[src/hdl/midpoint_ellipse_rasterizer_macros.svh]
// assertion shorthands shared by the rasterizer modules
`ifndef MIDPOINT_ELLIPSE_RASTERIZER_MACROS_SVH
`define MIDPOINT_ELLIPSE_RASTERIZER_MACROS_SVH

// same-cycle implication, off during reset
`define MER_ASSERT_IMPL(label, clk, rst, ante, cons) \
   label: assert property (@(posedge clk) disable iff (rst) (ante) |-> (cons)) \
      else $error("mer assertion failed");

// next-cycle implication, off during reset
`define MER_ASSERT_NEXT(label, clk, rst, ante, cons) \
   label: assert property (@(posedge clk) disable iff (rst) (ante) |=> (cons)) \
      else $error("mer assertion failed");

`endif

[src/hdl/mer_pkg.sv]
package mer_pkg;

   // fixed field widths
   localparam int PIX_W     = 14;
   localparam int HALF_W    = 12;
   localparam int CENTER_W  = 12;
   localparam int RAD_W     = 11;
   localparam int SQ_W      = 22;
   localparam int COLOR_W   = 24;
   localparam int DEC_W     = 48;
   localparam int MUL_W     = 32;
   localparam int PC_W      = 5;
   localparam int CSR_IDX_W = 2;

   // register indexes and reset values
   localparam logic [CSR_IDX_W-1:0] CSR_SCREEN_HALF_X = 2'd0;
   localparam logic [CSR_IDX_W-1:0] CSR_SCREEN_HALF_Y = 2'd1;
   localparam logic [HALF_W-1:0]    HALF_X_RESET      = 12'd320;
   localparam logic [HALF_W-1:0]    HALF_Y_RESET      = 12'd240;

   // command codes
   localparam logic CMD_START   = 1'b0;
   localparam logic CMD_ADVANCE = 1'b1;

   // program entry points
   localparam logic [PC_W-1:0] PC_START      = 5'd0;
   localparam logic [PC_W-1:0] PC_ADVANCE    = 5'd5;
   localparam logic [PC_W-1:0] PC_SWITCH     = 5'd13;
   localparam logic [PC_W-1:0] PC_REGION_TWO = 5'd20;

   // accumulator shift amounts: times 1, 4, 8
   localparam logic [1:0] SH_1 = 2'd0;
   localparam logic [1:0] SH_4 = 2'd2;
   localparam logic [1:0] SH_8 = 2'd3;

   typedef enum logic [3:0] {
      OP_RX, OP_RY, OP_RX2, OP_RY2, OP_X, OP_Y, OP_XS, OP_YM, OP_P
   } opnd_type;

   typedef enum logic [2:0] {
      ACC_HOLD, ACC_LOAD, ACC_ADD, ACC_SUB, ACC_ADD_IF_MOVE, ACC_SUB_IF_MOVE
   } acc_op_type;

   typedef enum logic [1:0] {
      XY_NONE, XY_SET_R2, XY_R1, XY_R2
   } xy_op_type;

   typedef enum logic [1:0] {
      SAVE_NONE, SAVE_RX2, SAVE_RY2, SAVE_T
   } save_type;

   typedef enum logic [2:0] {
      EMIT_NONE, EMIT_CENTER, EMIT_M0, EMIT_M1, EMIT_M2, EMIT_M3
   } emit_type;

   typedef enum logic [2:0] {
      J_NEXT, J_IF_R2, J_IF_GT, J_END
   } jump_type;

   // one control word
   typedef struct packed {
      opnd_type            mul_a;
      opnd_type            mul_b;
      acc_op_type          acc;
      logic [1:0]          acc_shift;
      xy_op_type           xy;
      save_type            save;
      emit_type            emit;
      jump_type            jump;
      logic [PC_W-1:0]     target;
   } ucode_type;

   // sequencer to datapath
   typedef struct packed {
      logic      fire;
      logic      accept_start;
      ucode_type uword;
   } ctrl_type;

   // datapath to sequencer
   typedef struct packed {
      logic active;
      logic region_two;
      logic greater;
      logic out_blocked;
   } status_type;

   function automatic ucode_type uw(
      input opnd_type        a,
      input opnd_type        b,
      input acc_op_type      acc,
      input logic [1:0]      sh,
      input xy_op_type       xy,
      input save_type        save,
      input emit_type        emit,
      input jump_type        jump,
      input logic [PC_W-1:0] target
   );
      ucode_type w;
      w.mul_a     = a;
      w.mul_b     = b;
      w.acc       = acc;
      w.acc_shift = sh;
      w.xy        = xy;
      w.save      = save;
      w.emit      = emit;
      w.jump      = jump;
      w.target    = target;
      return w;
   endfunction

   // control store: start, region 1 check and step, region switch, region 2 step
   function automatic ucode_type ucode_rom(input logic [PC_W-1:0] pc);
      ucode_type w;
      unique case (pc)
         // start: rx2 -> d = rx2 + 4ry2 - 4rx2*ry, center and first mirrors
         PC_START: w = uw(OP_RX, OP_RX, ACC_HOLD, SH_1, XY_NONE, SAVE_NONE,
                          EMIT_CENTER, J_NEXT, PC_START);
         5'd1:  w = uw(OP_RY, OP_RY, ACC_LOAD, SH_1, XY_NONE, SAVE_RX2,
                       EMIT_M0, J_NEXT, PC_START);
         5'd2:  w = uw(OP_RX2, OP_RY, ACC_ADD, SH_4, XY_NONE, SAVE_RY2,
                       EMIT_M1, J_NEXT, PC_START);
         5'd3:  w = uw(OP_RX, OP_RX, ACC_SUB, SH_4, XY_NONE, SAVE_NONE,
                       EMIT_M2, J_NEXT, PC_START);
         5'd4:  w = uw(OP_RX, OP_RX, ACC_HOLD, SH_1, XY_NONE, SAVE_NONE,
                       EMIT_M3, J_END, PC_START);
         // advance: region test ry2*x > rx2*y
         PC_ADVANCE: w = uw(OP_RY2, OP_X, ACC_HOLD, SH_1, XY_NONE, SAVE_NONE,
                            EMIT_NONE, J_IF_R2, PC_REGION_TWO);
         5'd6:  w = uw(OP_RX2, OP_Y, ACC_HOLD, SH_1, XY_NONE, SAVE_T,
                       EMIT_NONE, J_NEXT, PC_START);
         5'd7:  w = uw(OP_RX, OP_RX, ACC_HOLD, SH_1, XY_NONE, SAVE_NONE,
                       EMIT_NONE, J_IF_GT, PC_SWITCH);
         // region 1 step: d += 8ry2*x (- 8rx2*y) + 4ry2
         5'd8:  w = uw(OP_RX, OP_RX, ACC_HOLD, SH_1, XY_R1, SAVE_NONE,
                       EMIT_NONE, J_NEXT, PC_START);
         5'd9:  w = uw(OP_RY2, OP_X, ACC_HOLD, SH_1, XY_NONE, SAVE_NONE,
                       EMIT_M0, J_NEXT, PC_START);
         5'd10: w = uw(OP_RX2, OP_Y, ACC_ADD, SH_8, XY_NONE, SAVE_NONE,
                       EMIT_M1, J_NEXT, PC_START);
         5'd11: w = uw(OP_RY, OP_RY, ACC_SUB_IF_MOVE, SH_8, XY_NONE, SAVE_NONE,
                       EMIT_M2, J_NEXT, PC_START);
         5'd12: w = uw(OP_RX, OP_RX, ACC_ADD, SH_4, XY_NONE, SAVE_NONE,
                       EMIT_M3, J_END, PC_START);
         // switch: d = (ry*xs)^2 + 4(rx*ym)^2 - 4(rx*ry)^2
         PC_SWITCH: w = uw(OP_RY, OP_XS, ACC_HOLD, SH_1, XY_SET_R2, SAVE_NONE,
                           EMIT_NONE, J_NEXT, PC_START);
         5'd14: w = uw(OP_P, OP_P, ACC_HOLD, SH_1, XY_NONE, SAVE_NONE,
                       EMIT_NONE, J_NEXT, PC_START);
         5'd15: w = uw(OP_RX, OP_YM, ACC_LOAD, SH_1, XY_NONE, SAVE_NONE,
                       EMIT_NONE, J_NEXT, PC_START);
         5'd16: w = uw(OP_P, OP_P, ACC_HOLD, SH_1, XY_NONE, SAVE_NONE,
                       EMIT_NONE, J_NEXT, PC_START);
         5'd17: w = uw(OP_RX, OP_RY, ACC_ADD, SH_4, XY_NONE, SAVE_NONE,
                       EMIT_NONE, J_NEXT, PC_START);
         5'd18: w = uw(OP_P, OP_P, ACC_HOLD, SH_1, XY_NONE, SAVE_NONE,
                       EMIT_NONE, J_NEXT, PC_START);
         5'd19: w = uw(OP_RX, OP_RX, ACC_SUB, SH_4, XY_NONE, SAVE_NONE,
                       EMIT_NONE, J_NEXT, PC_START);
         // region 2 step: d += -8rx2*y (+ 8ry2*x) + 4rx2
         PC_REGION_TWO: w = uw(OP_RX, OP_RX, ACC_HOLD, SH_1, XY_R2, SAVE_NONE,
                               EMIT_NONE, J_NEXT, PC_START);
         5'd21: w = uw(OP_RX2, OP_Y, ACC_HOLD, SH_1, XY_NONE, SAVE_NONE,
                       EMIT_M0, J_NEXT, PC_START);
         5'd22: w = uw(OP_RY2, OP_X, ACC_SUB, SH_8, XY_NONE, SAVE_NONE,
                       EMIT_M1, J_NEXT, PC_START);
         5'd23: w = uw(OP_RX, OP_RX, ACC_ADD_IF_MOVE, SH_8, XY_NONE, SAVE_NONE,
                       EMIT_M2, J_NEXT, PC_START);
         5'd24: w = uw(OP_RX, OP_RX, ACC_ADD, SH_4, XY_NONE, SAVE_NONE,
                       EMIT_M3, J_END, PC_START);
         default: w = uw(OP_RX, OP_RX, ACC_HOLD, SH_1, XY_NONE, SAVE_NONE,
                         EMIT_NONE, J_END, PC_START);
      endcase
      return w;
   endfunction

endpackage

[src/hdl/mer_datapath.sv]
module mer_datapath #(
   parameter int COORD_BITS = 12
) (
   input  logic                              clock,
   input  logic                              reset,
   input  mer_pkg::ctrl_type                 ctrl,
   output mer_pkg::status_type               status,
   input  logic                              csr_write_enable,
   input  logic [mer_pkg::CSR_IDX_W-1:0]     csr_index,
   input  logic [mer_pkg::HALF_W-1:0]        csr_write_data,
   input  logic signed [mer_pkg::CENTER_W-1:0] req_center_x,
   input  logic signed [mer_pkg::CENTER_W-1:0] req_center_y,
   input  logic [mer_pkg::RAD_W-1:0]         req_radius_x,
   input  logic [mer_pkg::RAD_W-1:0]         req_radius_y,
   input  logic [mer_pkg::COLOR_W-1:0]       req_draw_color,
   output logic                              rsp_valid,
   input  logic                              rsp_ready,
   output logic signed [mer_pkg::PIX_W-1:0]  rsp_pixel_x,
   output logic signed [mer_pkg::PIX_W-1:0]  rsp_pixel_y,
   output logic [mer_pkg::COLOR_W-1:0]       rsp_pixel_color,
   output logic                              rsp_last_of_run,
   output logic                              rsp_finished
);
   import mer_pkg::*;

   // configuration
   logic [HALF_W-1:0] half_x_ff, half_x_in, half_y_ff, half_y_in;

   // latched ellipse
   logic [PIX_W-1:0]   cx_ff, cx_in, cy_ff, cy_in;
   logic [RAD_W-1:0]   rx_ff, rx_in, ry_ff, ry_in;
   logic [COLOR_W-1:0] color_ff, color_in;
   logic [SQ_W-1:0]    rx2_ff, rx2_in, ry2_ff, ry2_in;

   // walk state
   logic [COORD_BITS-1:0] x_ff, x_in, y_ff, y_in;
   logic [DEC_W-1:0]      d_ff, d_in, p_ff, p_in, t_ff, t_in;
   logic                  r2_ff, r2_in, active_ff, active_in;
   logic                  done_ff, done_in, move_ff, move_in;

   // result register
   logic                  rsp_valid_ff, rsp_valid_in;
   logic [PIX_W-1:0]      px_ff, px_in, py_ff, py_in;
   logic [COLOR_W-1:0]    pc_ff, pc_in;
   logic                  last_ff, last_in, fin_ff, fin_in;

   // operands
   logic signed [COORD_BITS:0]    ym;
   logic signed [MUL_W-1:0]       mul_a, mul_b;
   logic signed [2*MUL_W-1:0]     prod;
   logic [DEC_W-1:0]              shifted;
   logic [PIX_W-1:0]              x_pix, y_pix;
   logic                          emit_now;
   logic                          vert;

   assign ym = $signed({1'b0, y_ff}) - $signed((COORD_BITS + 1)'(1));

   // shared multiplier operand select
   always_comb begin
      unique case (ctrl.uword.mul_a)
         OP_RX:   mul_a = $signed(MUL_W'(rx_ff));
         OP_RY:   mul_a = $signed(MUL_W'(ry_ff));
         OP_RX2:  mul_a = $signed(MUL_W'(rx2_ff));
         OP_RY2:  mul_a = $signed(MUL_W'(ry2_ff));
         OP_X:    mul_a = $signed(MUL_W'(x_ff));
         OP_Y:    mul_a = $signed(MUL_W'(y_ff));
         OP_XS:   mul_a = $signed(MUL_W'({x_ff, 1'b1}));
         OP_YM:   mul_a = MUL_W'(ym);
         OP_P:    mul_a = $signed(p_ff[MUL_W-1:0]);
         default: mul_a = '0;
      endcase
      unique case (ctrl.uword.mul_b)
         OP_RX:   mul_b = $signed(MUL_W'(rx_ff));
         OP_RY:   mul_b = $signed(MUL_W'(ry_ff));
         OP_RX2:  mul_b = $signed(MUL_W'(rx2_ff));
         OP_RY2:  mul_b = $signed(MUL_W'(ry2_ff));
         OP_X:    mul_b = $signed(MUL_W'(x_ff));
         OP_Y:    mul_b = $signed(MUL_W'(y_ff));
         OP_XS:   mul_b = $signed(MUL_W'({x_ff, 1'b1}));
         OP_YM:   mul_b = MUL_W'(ym);
         OP_P:    mul_b = $signed(p_ff[MUL_W-1:0]);
         default: mul_b = '0;
      endcase
   end

   assign prod    = mul_a * mul_b;
   assign shifted = p_ff << ctrl.uword.acc_shift;
   assign vert    = !d_ff[DEC_W-1] && (d_ff != '0);

   // configuration writes
   always_comb begin
      half_x_in = half_x_ff;
      half_y_in = half_y_ff;
      if (csr_write_enable) begin
         unique case (csr_index)
            CSR_SCREEN_HALF_X: half_x_in = csr_write_data;
            CSR_SCREEN_HALF_Y: half_y_in = csr_write_data;
            default: ;
         endcase
      end
   end

   // ellipse latch on start
   always_comb begin
      cx_in    = cx_ff;
      cy_in    = cy_ff;
      rx_in    = rx_ff;
      ry_in    = ry_ff;
      color_in = color_ff;
      if (ctrl.accept_start) begin
         cx_in    = PIX_W'(half_x_ff) + PIX_W'(req_center_x);
         cy_in    = PIX_W'(half_y_ff) - PIX_W'(req_center_y);
         rx_in    = req_radius_x;
         ry_in    = req_radius_y;
         color_in = req_draw_color;
      end
   end

   // multiplier, accumulator and saved products
   always_comb begin
      p_in   = p_ff;
      d_in   = d_ff;
      t_in   = t_ff;
      rx2_in = rx2_ff;
      ry2_in = ry2_ff;
      if (ctrl.fire) begin
         p_in = prod[DEC_W-1:0];
         unique case (ctrl.uword.acc)
            ACC_HOLD:        d_in = d_ff;
            ACC_LOAD:        d_in = shifted;
            ACC_ADD:         d_in = d_ff + shifted;
            ACC_SUB:         d_in = d_ff - shifted;
            ACC_ADD_IF_MOVE: d_in = move_ff ? d_ff + shifted : d_ff;
            ACC_SUB_IF_MOVE: d_in = move_ff ? d_ff - shifted : d_ff;
            default:         d_in = d_ff;
         endcase
         unique case (ctrl.uword.save)
            SAVE_NONE: ;
            SAVE_RX2:  rx2_in = p_ff[SQ_W-1:0];
            SAVE_RY2:  ry2_in = p_ff[SQ_W-1:0];
            SAVE_T:    t_in   = p_ff;
            default: ;
         endcase
      end
   end

   // step position and region flags
   always_comb begin
      x_in      = x_ff;
      y_in      = y_ff;
      r2_in     = r2_ff;
      active_in = active_ff;
      done_in   = done_ff;
      move_in   = move_ff;
      if (ctrl.accept_start) begin
         x_in      = '0;
         y_in      = COORD_BITS'(req_radius_y);
         r2_in     = 1'b0;
         active_in = (req_radius_y != '0);
         done_in   = (req_radius_y == '0);
      end else if (ctrl.fire) begin
         unique case (ctrl.uword.xy)
            XY_NONE:   ;
            XY_SET_R2: r2_in = 1'b1;
            XY_R1: begin
               x_in    = x_ff + COORD_BITS'(1);
               y_in    = d_ff[DEC_W-1] ? y_ff : y_ff - COORD_BITS'(1);
               move_in = !d_ff[DEC_W-1];
            end
            XY_R2: begin
               x_in    = vert ? x_ff : x_ff + COORD_BITS'(1);
               y_in    = y_ff - COORD_BITS'(1);
               move_in = !vert;
            end
            default: ;
         endcase
         if (ctrl.uword.xy == XY_R1 || ctrl.uword.xy == XY_R2) begin
            done_in   = (y_in == '0);
            active_in = (y_in != '0);
         end
      end
   end

   // result register, loaded by emit steps
   assign emit_now = ctrl.fire && (ctrl.uword.emit != EMIT_NONE);
   assign x_pix    = PIX_W'(x_ff);
   assign y_pix    = PIX_W'(y_ff);

   always_comb begin
      px_in        = px_ff;
      py_in        = py_ff;
      pc_in        = pc_ff;
      last_in      = last_ff;
      fin_in       = fin_ff;
      rsp_valid_in = rsp_valid_ff && !rsp_ready;
      if (emit_now) begin
         rsp_valid_in = 1'b1;
         pc_in        = color_ff;
         fin_in       = done_ff;
         last_in      = (ctrl.uword.emit == EMIT_M3);
         unique case (ctrl.uword.emit)
            EMIT_CENTER: begin
               px_in = cx_ff;
               py_in = cy_ff;
            end
            EMIT_M0: begin
               px_in = cx_ff + x_pix;
               py_in = cy_ff - y_pix;
            end
            EMIT_M1: begin
               px_in = cx_ff + x_pix;
               py_in = cy_ff + y_pix;
            end
            EMIT_M2: begin
               px_in = cx_ff - x_pix;
               py_in = cy_ff - y_pix;
            end
            EMIT_M3: begin
               px_in = cx_ff - x_pix;
               py_in = cy_ff + y_pix;
            end
            default: ;
         endcase
      end
   end

   always_ff @(posedge clock) begin
      if (reset) begin
         half_x_ff    <= HALF_X_RESET;
         half_y_ff    <= HALF_Y_RESET;
         x_ff         <= '0;
         y_ff         <= '0;
         d_ff         <= '0;
         r2_ff        <= 1'b0;
         active_ff    <= 1'b0;
         done_ff      <= 1'b0;
         move_ff      <= 1'b0;
         rsp_valid_ff <= 1'b0;
      end else begin
         half_x_ff    <= half_x_in;
         half_y_ff    <= half_y_in;
         x_ff         <= x_in;
         y_ff         <= y_in;
         d_ff         <= d_in;
         r2_ff        <= r2_in;
         active_ff    <= active_in;
         done_ff      <= done_in;
         move_ff      <= move_in;
         rsp_valid_ff <= rsp_valid_in;
      end
   end

   // payload registers
   always_ff @(posedge clock) begin
      cx_ff    <= cx_in;
      cy_ff    <= cy_in;
      rx_ff    <= rx_in;
      ry_ff    <= ry_in;
      color_ff <= color_in;
      rx2_ff   <= rx2_in;
      ry2_ff   <= ry2_in;
      p_ff     <= p_in;
      t_ff     <= t_in;
      px_ff    <= px_in;
      py_ff    <= py_in;
      pc_ff    <= pc_in;
      last_ff  <= last_in;
      fin_ff   <= fin_in;
   end

   assign status.active      = active_ff;
   assign status.region_two  = r2_ff;
   assign status.greater     = (t_ff > p_ff);
   assign status.out_blocked = rsp_valid_ff && !rsp_ready;

   assign rsp_valid       = rsp_valid_ff;
   assign rsp_pixel_x     = $signed(px_ff);
   assign rsp_pixel_y     = $signed(py_ff);
   assign rsp_pixel_color = pc_ff;
   assign rsp_last_of_run = last_ff;
   assign rsp_finished    = fin_ff;

   `include "midpoint_ellipse_rasterizer_macros.svh"

   // an emit never overwrites a result still waiting
   `MER_ASSERT_IMPL(a_no_overwrite, clock, reset, emit_now, !rsp_valid_ff || rsp_ready)
   // walk state only moves on a start or an executed step
   `MER_ASSERT_NEXT(a_walk_frozen, clock, reset, !ctrl.fire && !ctrl.accept_start, $stable(x_ff) && $stable(y_ff) && $stable(d_ff))

endmodule

[src/hdl/mer_sequencer.sv]
module mer_sequencer (
   input  logic                clock,
   input  logic                reset,
   input  logic                req_valid,
   output logic                req_ready,
   input  logic                req_cmd,
   input  mer_pkg::status_type status,
   output mer_pkg::ctrl_type   ctrl
);
   import mer_pkg::*;

   logic            busy_ff, busy_in;
   logic [PC_W-1:0] pc_ff, pc_in;
   ucode_type       uword;
   logic            accept;
   logic            fire;

   // control store read
   assign uword  = ucode_rom(pc_ff);
   assign accept = req_valid && !busy_ff;
   // an emit step waits while the result register is held
   assign fire   = busy_ff && !((uword.emit != EMIT_NONE) && status.out_blocked);

   // dispatch and step counter
   always_comb begin
      busy_in = busy_ff;
      pc_in   = pc_ff;
      if (accept) begin
         if (req_cmd == CMD_START) begin
            busy_in = 1'b1;
            pc_in   = PC_START;
         end else if (status.active) begin
            busy_in = 1'b1;
            pc_in   = PC_ADVANCE;
         end
      end else if (fire) begin
         unique case (uword.jump)
            J_NEXT:  pc_in = pc_ff + PC_W'(1);
            J_IF_R2: pc_in = status.region_two ? uword.target : pc_ff + PC_W'(1);
            J_IF_GT: pc_in = status.greater ? uword.target : pc_ff + PC_W'(1);
            J_END: begin
               busy_in = 1'b0;
               pc_in   = PC_START;
            end
            default: begin
               busy_in = 1'b0;
               pc_in   = PC_START;
            end
         endcase
      end
   end

   always_ff @(posedge clock) begin
      if (reset) begin
         busy_ff <= 1'b0;
         pc_ff   <= PC_START;
      end else begin
         busy_ff <= busy_in;
         pc_ff   <= pc_in;
      end
   end

   assign req_ready         = !busy_ff;
   assign ctrl.fire         = fire;
   assign ctrl.accept_start = accept && (req_cmd == CMD_START);
   assign ctrl.uword        = uword;

   `include "midpoint_ellipse_rasterizer_macros.svh"

   // a held step keeps its place
   `MER_ASSERT_NEXT(a_stall_holds_pc, clock, reset, busy_ff && !fire, busy_ff && $stable(pc_ff))
   // the last step of a program frees the input
   `MER_ASSERT_NEXT(a_end_goes_idle, clock, reset, fire && uword.jump == J_END, !busy_ff)

endmodule

[src/hdl/midpoint_ellipse_rasterizer.sv]
// Axis-aligned ellipse rasterizer, midpoint decision method, one step per item.
// Input channel req_*: req_cmd selects start (latches center, radii, color) or
// advance (one step of region 1 or region 2). Result channel rsp_*: pixels in
// screen coordinates, rsp_last_of_run on the last pixel of an item, rsp_finished
// on every pixel of the item that completes the ellipse. csr_* sets the screen
// origin offsets and must be written by the user only while the block is idle;
// the block itself does not enforce this. A control store sequences one shared
// 32x32 multiplier and a 48-bit decision accumulator; req_ready is high only
// between items. A start emits 5 pixels; a region 1 advance, a region 2 advance
// and the advance that changes region emit 4 pixels each; an advance after the
// ellipse is done emits no pixels. The pixels of an item follow one per cycle
// while the receiver is ready.
// A stalled receiver holds the result register and freezes the sequencer at its
// next pixel step; no pixel is dropped or repeated.
// Reset clears the sequencer and result valid, leaves the block idle with no
// ellipse active and restores the screen offsets to 320 and 240.
module midpoint_ellipse_rasterizer #(
   parameter int COORD_BITS = 12
) (
   input  logic                                clock,
   input  logic                                reset,
   input  logic                                csr_write_enable,
   input  logic [mer_pkg::CSR_IDX_W-1:0]       csr_index,
   input  logic [mer_pkg::HALF_W-1:0]          csr_write_data,
   input  logic                                req_valid,
   output logic                                req_ready,
   input  logic                                req_cmd,
   input  logic signed [mer_pkg::CENTER_W-1:0] req_center_x,
   input  logic signed [mer_pkg::CENTER_W-1:0] req_center_y,
   input  logic [mer_pkg::RAD_W-1:0]           req_radius_x,
   input  logic [mer_pkg::RAD_W-1:0]           req_radius_y,
   input  logic [mer_pkg::COLOR_W-1:0]         req_draw_color,
   output logic                                rsp_valid,
   input  logic                                rsp_ready,
   output logic signed [mer_pkg::PIX_W-1:0]    rsp_pixel_x,
   output logic signed [mer_pkg::PIX_W-1:0]    rsp_pixel_y,
   output logic [mer_pkg::COLOR_W-1:0]         rsp_pixel_color,
   output logic                                rsp_last_of_run,
   output logic                                rsp_finished
);
   import mer_pkg::*;

   ctrl_type   ctrl;
   status_type status;

   // program counter and dispatch
   mer_sequencer u_seq (
      .clock     (clock),
      .reset     (reset),
      .req_valid (req_valid),
      .req_ready (req_ready),
      .req_cmd   (req_cmd),
      .status    (status),
      .ctrl      (ctrl)
   );

   // arithmetic, walk state and result register
   mer_datapath #(
      .COORD_BITS (COORD_BITS)
   ) u_dp (
      .clock            (clock),
      .reset            (reset),
      .ctrl             (ctrl),
      .status           (status),
      .csr_write_enable (csr_write_enable),
      .csr_index        (csr_index),
      .csr_write_data   (csr_write_data),
      .req_center_x     (req_center_x),
      .req_center_y     (req_center_y),
      .req_radius_x     (req_radius_x),
      .req_radius_y     (req_radius_y),
      .req_draw_color   (req_draw_color),
      .rsp_valid        (rsp_valid),
      .rsp_ready        (rsp_ready),
      .rsp_pixel_x      (rsp_pixel_x),
      .rsp_pixel_y      (rsp_pixel_y),
      .rsp_pixel_color  (rsp_pixel_color),
      .rsp_last_of_run  (rsp_last_of_run),
      .rsp_finished     (rsp_finished)
   );

endmodule
[config.mk]
export PLATFORM = sky130hd
export DESIGN_NAME = midpoint_ellipse_rasterizer
export DESIGN_NICKNAME = d
export VERILOG_FILES = /design/src/hdl/mer_pkg.sv /design/src/hdl/mer_datapath.sv /design/src/hdl/mer_sequencer.sv /design/src/hdl/midpoint_ellipse_rasterizer.sv
export VERILOG_INCLUDE_DIRS = /design/src /design/src/hdl
export SDC_FILE = /design/constraint.sdc
export NUM_CORES = 2
export LEC_CHECK = 0
export ABC_CLOCK_PERIOD_IN_PS = 25200
export BUFFER_PORTS_ARGS = -buffer_cell sky130_fd_sc_hd__buf_2
export CAP_MARGIN = 10
export CORE_ASPECT_RATIO = 0.9
export CORE_MARGIN = 2
export CORE_UTILIZATION = 30
export DETAILED_ROUTE_END_ITERATION = 12
export GPL_TIMING_DRIVEN = 0
export SYNTH_ARGS = -nofsm -noshare
export SYNTH_HDL_FRONTEND = slang
export SYNTH_SLANG_ARGS = --single-unit
[constraint.sdc]
create_clock -name clock -period 25.2 [get_ports clock]
set_clock_uncertainty 0.15 [all_clocks]
set_input_delay 1.26 -clock clock [delete_from_list [all_inputs] [get_ports clock]]
set_output_delay 1.26 -clock clock [all_outputs]
set_load 0.02 [all_outputs]
# After elaboration in Yosys (flattened, before gate mapping)
# Memory sizes are Yosys's and may differ from the RTL's. A register that Yosys moved wholly into a read port is not among the register bits.
# Index checks and enable logic that the tools add are counted.
# word_totals
ff_bits	375
mem_bits_ro	800
input_bits	90
output_inout_bits	56
word_cells	172
memories	1
# classes
add_sub_neg	12
n_mul	1
n_lt_le_gt_ge	1
eq_ne	40
shifts	1
mux	37
bitwise_logic	2
n_reduce_logical	50
# memory_table
name	words	width	read_ports	rd_clocked_by_memory_dff	write_ports	line_no	source
(name not given)	32	25	1	1	0	mer_pkg.sv:115	unique case (pc)
# ops
operator	n
$pmux 32 s9	2
$pmux 48 s5	1
$mux 48	2
$pmux 14 s3	2
$add 48x48->48	1
$gt 48x48->1	1
$mul 32x32->48	1
$mux 12	4
$pmux 12 s2	2
$reduce_bool 48->1	1
$shl 48x2->48	1
$sub 48x48->48	1
$mux 5	8
$eq 4x3->1 const B	8
$add 14x12->14	2
$sub 14x12->14	2
$mux 11	2
$reduce_and 2->1	10
$eq 4x2->1 const B	4
$eq 3x2->1 const B	5
$pmux 5 s3	1
$add 13x12->14	1
$sub 13x12->14	1
$sub 12x1->13 const B	1
other kinds (32)	80

# Logic depth before layout (Yosys ltp)
# logic_depth
word_depth	11
depth_mapped	36
depth_no_buf	34

# Cells and area by module
# From an unflattened synthesis, not the netlist that was laid out.
# hier_totals
hier_cells	5889
area_unflattened_um2	53364.9
# by_module_without_submodules
module	n_inst	cells_per_inst	area_each_um2	seq_area_each_um2
mer_datapath	1	5703	51689.6	10069.7
mer_sequencer	1	186	1675.4	580.6

# Worst setup path after synthesis
# No wires, ideal clock.
# synth_timing
path_type	flip-flop to flip-flop
startpoint	register u_dp.y_ff[2]
endpoint	register u_dp.p_ff[46] (data pin)
setup_time_ps	261
arrival_ps	8666
t_required_ps	24789
slack_ps	16123
stages_incl_launch_ff	36
n_path_buf	4
synth_period_minus_slack_ps	9077
path_cell_list	dfxtp_1 > buf_2 > or3_1 > clkbuf_1 > nor3_1 > nand3_1 > nor3_1 > nand2_1 > xnor2_1 > o21a_1 > clkbuf_1 > nor2_1 > fa_1 > inv_1 > fa_1 > inv_1 > fa_1 > inv_1 > fa_1 > inv_1 > fa_1 > fa_1 > fa_1 > fa_1 > ha_1 > clkbuf_1 > a21o_1 > a21o_1 > a21oi_1 > o21bai_1 > a21o_1 > a21o_1 > a21oi_1 > o31a_1 > nor3_1 > a311o_1
# synth_via
elab_chain_len	3
elab_cells_between_ends	4
cone_classes	add/sub (1); mul (1); mux (2)
# synth_rtl
item	line_no	source
from (decl)	mer_datapath.sv:36	logic [COORD_BITS-1:0] x_ff, x_in, y_ff, y_in;
from (signal assigned)	mer_datapath.sv:243	y_ff <= y_in;
$sub 12x1->13	mer_datapath.sv:56	assign ym = $signed({1'b0, y_ff}) - $signed((COORD_BITS + 1)'(1));
$pmux 32 s9 (on tied branches)	mer_datapath.sv:60, mer_datapath.sv:72	
$mul 32x32->48 (*)	mer_datapath.sv:86	assign prod = mul_a * mul_b;
via u_dp.prod[46]	mer_datapath.sv:50	logic signed [2*MUL_W-1:0] prod;
to (signal assigned)	mer_datapath.sv:262	p_ff <= p_in;
to (decl)	mer_datapath.sv:37	logic [DEC_W-1:0] d_ff, d_in, p_ff, p_in, t_ff, t_in;
# Mark *: on every way through the listed nets, which the timed path passes. The rest lies on a longest branch.
# A chain may end at the register's enable or synchronous reset.

# Worst setup path after layout
# layout_timing
startpoint	register, netlist name u_seq.uword[23]
endpoint	register u_dp.p_ff[46] (data pin)
# layout_via
elab_chain_len	3
elab_cells_between_ends	11
cone_classes	mul (1); eq/ne (8); mux (1); reduce/logical (1)
# layout_rtl
item	line_no	source
$eq 4x4->1 (tied with other cells)	mer_datapath.sv:72	unique case (ctrl.uword.mul_b)
$pmux 32 s9 (*)	mer_datapath.sv:72	
$mul 32x32->48 (*)	mer_datapath.sv:86	
via u_dp.prod[46]	mer_datapath.sv:50	
# Marks and branches as above.

==> results.py <==
metrics = {
    "run_status": {
        "status": "finished, violations left",
        "violations": "max-capacitance violations, max-slew violations",
    },
    "power_and_ir_drop": {
        "pwr-share-seq_pct": 19.9,
        "p_sw_share_pct": 49.9,
        "comb_power_share_pct": 65.4,
        "switching_power_mw": 2.46,
        "vdd_drop_max_uv": 332,
        "p_clk_share_pct": 14.7,
        "p_leak_nw": 25.6,
        "power.internal_mw": 2.47,
        "p_per_area_nw_per_um2": 83.4,
    },
    "cts": {
        "clkTransAtPathRegs_ns": 0.06,
        "cts-root-buf": "clkbuf_16",
        "clock_sinks": 398,
        "postCtsHoldBufs": 0,
        "ctsResizeCount": 0,
        "h-tree-depth": 2,
        "clk_latency_ns": 0.62,
        "postCtsSetupBuffers": 0,
        "tritoncts": "yes",
        "cts_max_path_buffers": 3,
        "cts_made_buffers": 46,
    },
    "drt": {
        "vias": 44930,
        "drtIter0Drc": 5150,
        "routed_via_density": 5.28,
        "route.detailed.drc": 0,
        "finalWirelength_mm": 202,
        "wl_per_cell_um": 23.8,
        "ant_nets": 0,
        "drt_pass1_iterations": 7,
    },
    "critical_path": {
        "crit_arrival_ns": 13.39,
        "crit_fanout": 10,
        "critPathRequiredTime_ns": 25.36,
        "setup.worst_path.class": "register to register",
        "cp-end-kind": "register",
        "startpoint_type": "register",
        "cpMostUsedCell": "fa_1",
        "crit_slowest_cell": "clkbuf_1",
        "cpPeakStageDelay_ns": 0.88,
    },
    "floorplanning": {
        "std_cell_rows": 146,
        "die_h_um": 404,
        "design.core.area_um2": 176000,
        "io_pins": 146,
        "dieArea_um2": 181000,
        "fp.dieW_um": 448,
        "initial_core_util_pct": 30.3,
    },
    "global_route": {
        "grt_start_max_net_pins": 58,
        "grt_pass1_wl_mm": 297,
        "globalRouteTotalUtil_pct": 22.2,
        "grt_pass1_vias": 44760,
        "antenna_found_initial": 9,
        "grt_overflow_total": 0,
    },
    "logic_synthesis": {
        "synth.most_common_cell": "inv_1",
        "seq_area_frac_synth_pct": 20.0,
        "synth_area_um2": 53300,
        "synthArstFlopShare_pct": 0,
        "synth_cell_types": 91,
        "synth_commonest_cells": "inv_1 (956), fa_1 (844), nor2_1 (729), nand2_1 (669), ha_1 (323)",
        "synth-edff-count": 268,
        "synth.area.top_cells": "fa_1 (32%), edfxtp_1 (15%), ha_1 (7.6%)",
        "yosys.area.top_type": "fa_1",
        "ys_warn_count": 0,
        "syn_nets": 7139,
        "syn_area_per_cell_um2": 9.07,
        "synth-seq-cells": 398,
        "ys.flop_type": "edfxtp_1",
        "synth_top_area_share_pct": 31.7,
        "netlist_instances": 5882,
    },
    "sta": {
        "hold_viol_final": 0,
        "finalCritPeriodShare_pct": 52.5,
        "fmaxAchievable_mhz": 75.5,
        "maxSlewViolCount": 8,
        "worstMarginPinSlew_ns": 1.52,
        "tns_ns": 0,
        "period_needed_ns": 13.24,
        "relSlewSlack_pct": -1.63,
        "rsz0062_at_grt": "false",
        "setup_viol": 0,
    },
    "placement": {
        "port_buffers": 145,
        "gp_congestion": 1.06,
        "dp.cells": 8412,
        "dp_hpwl_mm": 166,
        "placed_area_um2": 57400,
    },
    "final_layout": {
        "drive_gt1_share_pct": 5.48,
        "layout.cells.non_filler": 8502,
        "fill_cells": 18126,
        "utilization_pct": 33.5,
        "syn2layout_area_growth_pct": 10.6,
        "nets": 7349,
        "postLayoutCellArea_um2": 59000,
    },
    "min_path": {
        "min_path_type": "register to register",
    },
    "run": {
        "cap_viol_max_count": 1,
    },
}
[metrics by stage]
step | setup WS (ns) | power, mW | hold WS, ns
2_1_floorplan | 16.12 | 3.06 | 0.250
3_3_place_gp | 12.01 | 4.03 | 0.251
3_5_place_dp | 12.53 | 4.09 | 0.255
4_1_cts | 12.44 | 4.84 | 0.269
5_1_grt | 11.71 | 5.26 | 0.274
6_report | 11.96 | 4.92 | 0.268
[worst max-delay path, delay by kind of cell (launching register included)]
family          cells  cell delay [ns]
simple gates        6             1.59
buf+inv             8             3.16
compound gates      8             2.89
flops               1             0.51
fa+ha+maj           9             4.60
[layer usage]
layer	routed length (um)	track usage (%)	vias to the layer above	share of wire, %
met1	84400	31.1	22434	42
li1	-	-	19361	-
met4	10000	9.16	10	5.0
met5	79	0.0269	-	0.039
met3	25300	6.78	486	13
met2	82500	31.5	2639	41
[cell usage in the layout, fill, tap and decap left out, types with 14 or more instances in the layout]
| cell | Yosys | layout |
|---|---|---|
| nand4_1 | 51 | 51 |
| a222oi_1 | 15 | 15 |
| xnor2_1 | 156 | 156 |
| and2_1 | 46 | 46 |
| o21bai_1 | 28 | 28 |
| a21oi_1 | 299 | 294 |
| a211oi_1 | 32 | 32 |
| o21ai_0 | 171 | 171 |
| and3_1 | 30 | 29 |
| or3_1 | 14 | 14 |
| dfxtp_1 | 130 | 130 |
| clkbuf_1 | 260 | 265 |
| inv_1 | 956 | 956 |
| nor3_1 | 62 | 62 |
| o22ai_1 | 18 | 15 |
| nor4_1 | 26 | 26 |
| a22oi_1 | 14 | 14 |
| xor2_1 | 82 | 82 |
| mux4_2 | 19 | 19 |
| a21o_1 | 81 | 81 |
| o21a_1 | 26 | 26 |
| buf_1 | 21 | 21 |
| nand3_1 | 57 | 57 |
| buf_2 | 12 | 157 |
| nor2b_1 | 32 | 32 |
| nand2_1 | 669 | 669 |
| nor2_1 | 729 | 728 |
| a21boi_0 | 19 | 19 |
| clkbuf_16 | 0 | 47 |
| edfxtp_1 | 268 | 268 |
| ha_1 | 323 | 323 |
| o211ai_1 | 18 | 18 |
| o31ai_1 | 17 | 17 |
| mux2i_1 | 71 | 71 |
| fa_1 | 844 | 844 |
| nand2b_1 | 48 | 48 |
| a31oi_1 | 29 | 29 |
[cell families after synthesis]
logic type,after synthesis,synth area share (%)
AND/OR/NAND/NOR,1824,14.8
buffers and inverters,1258,8.95
adder cells (fa/ha/maj),1168,39.3
AO/OA/AOI/OAI,893,10.7
flip-flops,398,20.0
XOR/XNOR,238,3.91
multiplexers,103,2.41
[worst paths after layout]
path | startpoint | end | cells after the start | slack (ns)
max | u_seq.uword[23] | u_dp.p_ff[46] | 31 | 11.96
min | u_dp.color_ff[2] | u_dp.rsp_pixel_color[2] | 0 | 0.27
max reg2reg | u_seq.uword[23] | u_dp.p_ff[46] | 31 | 11.96
min reg2reg | u_dp.color_ff[2] | u_dp.rsp_pixel_color[2] | 0 | 0.27
[final cells by class]
| class | instances | area, um2 | share of cell area [%] |
|---|---|---|---|
| sequential | 398 | 10700 | 18.0 |
| buffer | 299 | 1180 | 2.00 |
| clock buffer | 61 | 1290 | 2.18 |
| clock inverter | 25 | 352 | 0.596 |
| antenna | 4 | 10.0 | 0.0170 |
| multi-input combinational | 4226 | 38000 | 64.4 |
| inverter | 959 | 3600 | 6.10 |
| tap | 2368 | 2960 | 5.02 |
| timing repair buffer | 162 | 977 | 1.66 |
[state kept, by name (all words and copies together) (netlist names), 5 cells and up]
name                  cells
u_dp.half_y_ff           12
u_dp.y_ff                12
u_dp.cy_ff               14
u_dp.p_ff                48
u_dp.ry_ff               11
u_dp.t_ff                48
u_dp.rsp_pixel_y         14
u_dp.half_x_ff           12
u_seq.uword              23
u_dp.cx_ff               14
u_dp.x_ff                12
u_dp.color_ff            24
u_dp.rx_ff               11
u_dp.rsp_pixel_x         14
u_dp.ry2_ff              22
u_dp.rsp_pixel_color     24
u_dp.rx2_ff              22
u_seq.pc_ff               5
u_dp.d_ff                48
[power by group through the flow]
stage | clock (mW) | sequential [mW] | combinational (mW)
finish | 0.723 | 0.979 | 3.22
global route | 0.758 | 0.980 | 3.53
CTS | 0.733 | 0.971 | 3.14
detailed placement | 0 | 0.984 | 3.11
global placement | 0 | 0.983 | 3.05
floorplan | 0 | 0.938 | 2.12
No activity file was read; power rests on OpenSTA's default activity.
